--- config.mk ---
export PLATFORM = sky130hd
export DESIGN_NAME = lrsl_ctrl
export DESIGN_NICKNAME = d
export VERILOG_FILES = /design/src/rtl/core/lrsl_pkg.sv /design/src/rtl/core/lrsl_ctrl.sv
export SDC_FILE = /design/constraint.sdc
export NUM_CORES = 1
export LEC_CHECK = 0
export ABC_AREA = 1
export BUFFER_PORTS_ARGS = -buffer_cell sky130_fd_sc_hd__buf_2
export CAP_MARGIN = 20
export CORE_MARGIN = 2
export CORE_UTILIZATION = 42
export CTS_CLUSTER_DIAMETER = 60
export CTS_CLUSTER_SIZE = 20
export DETAILED_ROUTE_END_ITERATION = 10
export GPL_ROUTABILITY_DRIVEN = 1
export PLACE_DENSITY = 0.85
export SYNTH_ARGS = -nofsm -noshare
export SYNTH_HDL_FRONTEND = slang
export SYNTH_SLANG_ARGS = --single-unit
--- constraint.sdc ---
create_clock -name clk_i -period 3.3 [get_ports clk_i]
set_clock_uncertainty 0.05 [all_clocks]
set_input_delay 0.495 -clock clk_i [delete_from_list [all_inputs] [get_ports clk_i]]
set_output_delay 0.495 -clock clk_i [all_outputs]
set_load 0.01 [all_outputs]
--- src/rtl/core/lrsl_pkg.sv ---
package lrsl_pkg;

  localparam int MaxLen   = 4096;
  localparam int AddrW    = $clog2(MaxLen);
  localparam int CntW     = $clog2(MaxLen + 1);
  localparam int HashW    = 64;
  localparam int HalfW    = HashW / 2;
  localparam int ByteW    = 8;
  localparam int LenW     = 12;
  localparam int LenMax   = 4095;
  localparam int OutDataW = 16;

  typedef struct packed {
    logic load_byte;
    logic build_init;
    logic build_rd;
    logic build_wr;
    logic srch_init;
    logic mid_ld;
    logic pw_rd;
    logic pw_ld;
    logic wh_rd1;
    logic wh_rd2;
    logic wh_m0;
    logic wh_m1;
    logic wh_m2;
    logic wh_m3;
    logic wh_wr;
    logic cmp_init;
    logic cmp_a_rd;
    logic cmp_a;
    logic cmp_b_rd;
    logic next_j;
    logic next_i;
    logic found;
    logic miss;
    logic out_load;
  } cmd_t;

  typedef struct packed {
    logic build_last;
    logic lo_lt_hi;
    logic wh_last;
    logic hit;
    logic j_last;
    logic i_last;
  } sts_t;

endpackage

--- src/rtl/core/lrsl_ctrl.sv ---
module lrsl_ctrl import lrsl_pkg::*; (
  input  logic clk_i,
  input  logic rst_ni,
  input  logic s_valid_i,
  input  logic s_last_i,
  output logic s_ready_o,
  input  logic m_ready_i,
  output logic m_valid_o,
  input  sts_t sts_i,
  output cmd_t cmd_o
);

  localparam logic [4:0] StIdle    = 5'd0;
  localparam logic [4:0] StBuildRd = 5'd1;
  localparam logic [4:0] StBuildWr = 5'd2;
  localparam logic [4:0] StSrchIni = 5'd3;
  localparam logic [4:0] StSrchChk = 5'd4;
  localparam logic [4:0] StPwRd    = 5'd5;
  localparam logic [4:0] StPwLd    = 5'd6;
  localparam logic [4:0] StWhRd1   = 5'd7;
  localparam logic [4:0] StWhRd2   = 5'd8;
  localparam logic [4:0] StWhM0    = 5'd9;
  localparam logic [4:0] StWhM1    = 5'd10;
  localparam logic [4:0] StWhM2    = 5'd11;
  localparam logic [4:0] StWhM3    = 5'd12;
  localparam logic [4:0] StWhWr    = 5'd13;
  localparam logic [4:0] StCmpIni  = 5'd14;
  localparam logic [4:0] StCmpARd  = 5'd15;
  localparam logic [4:0] StCmpA    = 5'd16;
  localparam logic [4:0] StCmpBRd  = 5'd17;
  localparam logic [4:0] StCmpB    = 5'd18;
  localparam logic [4:0] StOut     = 5'd19;

  logic [4:0] state_q, state_d;
  logic       m_valid_q, m_valid_d;

  always_comb begin
    state_d   = state_q;
    cmd_o     = '0;
    s_ready_o = 1'b0;
    unique case (state_q)
      StIdle: begin
        s_ready_o = 1'b1;
        if (s_valid_i) begin
          cmd_o.load_byte = 1'b1;
          if (s_last_i) begin
            cmd_o.build_init = 1'b1;
            state_d = StBuildRd;
          end
        end
      end
      StBuildRd: begin
        cmd_o.build_rd = 1'b1;
        state_d = StBuildWr;
      end
      StBuildWr: begin
        cmd_o.build_wr = 1'b1;
        state_d = sts_i.build_last ? StSrchIni : StBuildRd;
      end
      StSrchIni: begin
        cmd_o.srch_init = 1'b1;
        state_d = StSrchChk;
      end
      StSrchChk: begin
        if (sts_i.lo_lt_hi) begin
          cmd_o.mid_ld = 1'b1;
          state_d = StPwRd;
        end else begin
          state_d = StOut;
        end
      end
      StPwRd: begin
        cmd_o.pw_rd = 1'b1;
        state_d = StPwLd;
      end
      StPwLd: begin
        cmd_o.pw_ld = 1'b1;
        state_d = StWhRd1;
      end
      StWhRd1: begin
        cmd_o.wh_rd1 = 1'b1;
        state_d = StWhRd2;
      end
      StWhRd2: begin
        cmd_o.wh_rd2 = 1'b1;
        state_d = StWhM0;
      end
      StWhM0: begin
        cmd_o.wh_m0 = 1'b1;
        state_d = StWhM1;
      end
      StWhM1: begin
        cmd_o.wh_m1 = 1'b1;
        state_d = StWhM2;
      end
      StWhM2: begin
        cmd_o.wh_m2 = 1'b1;
        state_d = StWhM3;
      end
      StWhM3: begin
        cmd_o.wh_m3 = 1'b1;
        state_d = StWhWr;
      end
      StWhWr: begin
        cmd_o.wh_wr = 1'b1;
        state_d = sts_i.wh_last ? StCmpIni : StWhRd1;
      end
      StCmpIni: begin
        cmd_o.cmp_init = 1'b1;
        state_d = StCmpARd;
      end
      StCmpARd: begin
        cmd_o.cmp_a_rd = 1'b1;
        state_d = StCmpA;
      end
      StCmpA: begin
        cmd_o.cmp_a = 1'b1;
        state_d = StCmpBRd;
      end
      StCmpBRd: begin
        cmd_o.cmp_b_rd = 1'b1;
        state_d = StCmpB;
      end
      StCmpB: begin
        if (sts_i.hit) begin
          cmd_o.found = 1'b1;
          state_d = StSrchChk;
        end else if (sts_i.j_last) begin
          if (sts_i.i_last) begin
            cmd_o.miss = 1'b1;
            state_d = StSrchChk;
          end else begin
            cmd_o.next_i = 1'b1;
            state_d = StCmpARd;
          end
        end else begin
          cmd_o.next_j = 1'b1;
          state_d = StCmpBRd;
        end
      end
      StOut: begin
        if (!m_valid_q || m_ready_i) begin
          cmd_o.out_load = 1'b1;
          state_d = StIdle;
        end
      end
      default: state_d = StIdle;
    endcase
  end

  always_comb begin
    m_valid_d = m_valid_q;
    if (m_ready_i) m_valid_d = 1'b0;
    if (cmd_o.out_load) m_valid_d = 1'b1;
  end

  always_ff @(posedge clk_i or negedge rst_ni) begin
    if (!rst_ni) begin
      state_q   <= StIdle;
      m_valid_q <= 1'b0;
    end else begin
      state_q   <= state_d;
      m_valid_q <= m_valid_d;
    end
  end

  assign m_valid_o = m_valid_q;

endmodule

==> metrics <==
share of cells above drive strength 1 0.3654; first-pass GRT wire length 2.953 mm; Slew HR 0.7196; vias per cell 5.070; CP Class flop to primary output; Area growth, synth to finish 28.95%; Via Count 872; total negative slack 0 ns; largest net degree at the start of global routing 12; post-synthesis net count 130; CP dominant cell by count inv_1; cells after synthesis 119; crit-path max cell delay 0.42 ns; outcome finished clean; I/O Pins 37; sequential share of the synthesized area 0.2131; vias in the first global route 757; final worst-path cycle share 0.6291; final wirelength 1.998 mm; maximum vdd drop 398.7 uV; Clk Latency, worst-skew pair 0.24 ns; critical path data required time 2.75 ns; DIE AREA 2021 um2; Hold Crit Class primary input to asynchronous set/reset pin; DIE WIDTH 44.96 um; FP Rows 14; CP max FO 6; CP bufs+invs 3; Top FF cell, synth dfrtp_1; count of cell types in the netlist 22; RSZ-0062 raised after global routing false; ANT nets after route 0; commonest cells in the netlist nor2_1 (25), inv_1 (24), nand2_1 (21); EDFF count, synth 0; post-synthesis instance area 704.4 um2; Post-CTS Hold Fix Bufs 0; Setup Viol. Count Final 0; top-count cell post-synth nor2_1; CP Data Arrival Time 1.53 ns; CP top delay family simple AND/OR/NAND/NOR gates; Initial Util 0.4570; Post-CTS Resized 0; Clock Tree Root clkbuf_4; Post-CTS Setup Bufs 0; crit end category primary output; initial antenna violation count 0; CTS max path bufs 2; Reg2Reg Setup Slack 1.69 ns; worst path cell trace nor2_2 > inv_1 > nor3_2 > inv_1 > nor2_1 > buf_2; final setup margin 1.224 ns; final slew viol count 0; worst slack, placed 1.499 ns; Starting DRT DRC Count 26; FF+latch count, synth 6; Antenna Cells 0; Pre-Repair DR Iteration Count 4; Worst Hold Margin 0.02252 ns; Inserted Clock Buffers 3; routed length per instance 11.62 um; Synth area leader dfrtp_1; Cell Pwr Density 724.8 nW/um2; hold violation count in the final report 0; Max Freq 0.4817 GHz; Worst Setup Start Kind flop; port bufs 36; min Tclk post-route 2.076 ns; Final Net Count 169; LEAKAGE 0.6032 nW; share of the synthesized area in the top cell type 0.2131; Clock Sinks 6; Synth Area per Inst 5.920 um2; Reg clk slew, reported paths 0.04 ns; GRT Total Usage 0.1964; core area 1541 um2; synth top area cells dfrtp_1 (21%), nor2_1 (13%), inv_1 (13%), nand2_1 (11%), nand3_1 (6.4%); Slew @ Worst Pin 0.4206 ns; remaining global-route overflow 0; Synth Warn # 0; Slowest-stage cell, CP dfrtp_1; # DRC 0; HPWL Detailed 1.624 mm; Async S/R FF share, synth 1.000; CTS tree yes; maxcap violations 0; H-tree lvl count 1; RePlAce Congestion 0.9367; die height 44.96 um
-- cells in the final DEF, fill, tap and decap left out, types with 3 or more instances in the layout --
master	n
buf_2	36
clkbuf_4	3
dfrtp_1	6
inv_1	24
inv_2	3
nand2_1	21
nand3_1	9
nand4_1	7
nor2_1	25
nor2_2	5
nor3_2	3
-- layout make-up --
| cell class | count | area (um2) |
|---|---|---|
| Tap cell | 16 | 20.02 |
| Multi-Input combinational cell | 84 | 434.2 |
| Timing Repair Buffer | 36 | 180.2 |
| Sequential cell | 6 | 150.1 |
| Fill cell | 151 | 633.1 |
| Clock buffer | 3 | 22.52 |
| Inverter | 27 | 101.3 |
-- per-layer routing --
layer,GRT usage,wire length (um)
met5,0,0
met4,0.07059,34
met2,0.3543,958
met3,0.01200,171
met1,0.2438,833
-- sequential cells by signal (all words and copies together) (netlist names) --
register and flops:
m_valid_o 1, state_q 5
-- logic make-up after synthesis --
logic type / after synthesis / share of synthesized area
buf+inv: 29 / 0.1705
compound gates: 5 / 0.04440
simple gates: 79 / 0.5720
flops: 6 / 0.2131
-- worst reg2reg max path, delay by kind of cell, from the launching register on --
family / cells / cell delay, ns
buf+inv: 1 / 0.23
flops: 1 / 0.59
simple gates: 6 / 0.62
-- report_power, final --
part	total [mW]	internal [mW]	switching (mW)
logic	0.430	0.146	0.285
clock network	0.0650	0.0410	0.0240
registers	0.163	0.103	0.0604
-- worst paths after layout --
kind / startpoint / end / cells after the start
setup / recovery: state_q[0] / cmd_o[23] / 6
hold reg to reg: m_valid_o / m_valid_o / 3
setup reg to reg: state_q[4] / state_q[1] / 7
max in group asynchronous: rst_ni / m_valid_o / 1
min in group clk_i: m_ready_i / m_valid_o / 3
hold / removal: rst_ni / state_q[0] / 1
-- stage by stage --
step | power, mW | area, um2 | cells | utilization
after floorplan | 0.4688 | 704.4 | 119 | -
after global placement | 0.5839 | 885.9 | 169 | 0.5747
after detailed placement | 0.5888 | 885.9 | 169 | 0.5747
after CTS | 0.6577 | 908.4 | 172 | 0.5893
after global routing | 0.7122 | 908.4 | 172 | 0.5893
final | 0.6584 | 908.4 | 172 | 0.5893
No activity file was read; power rests on OpenSTA's default activity.
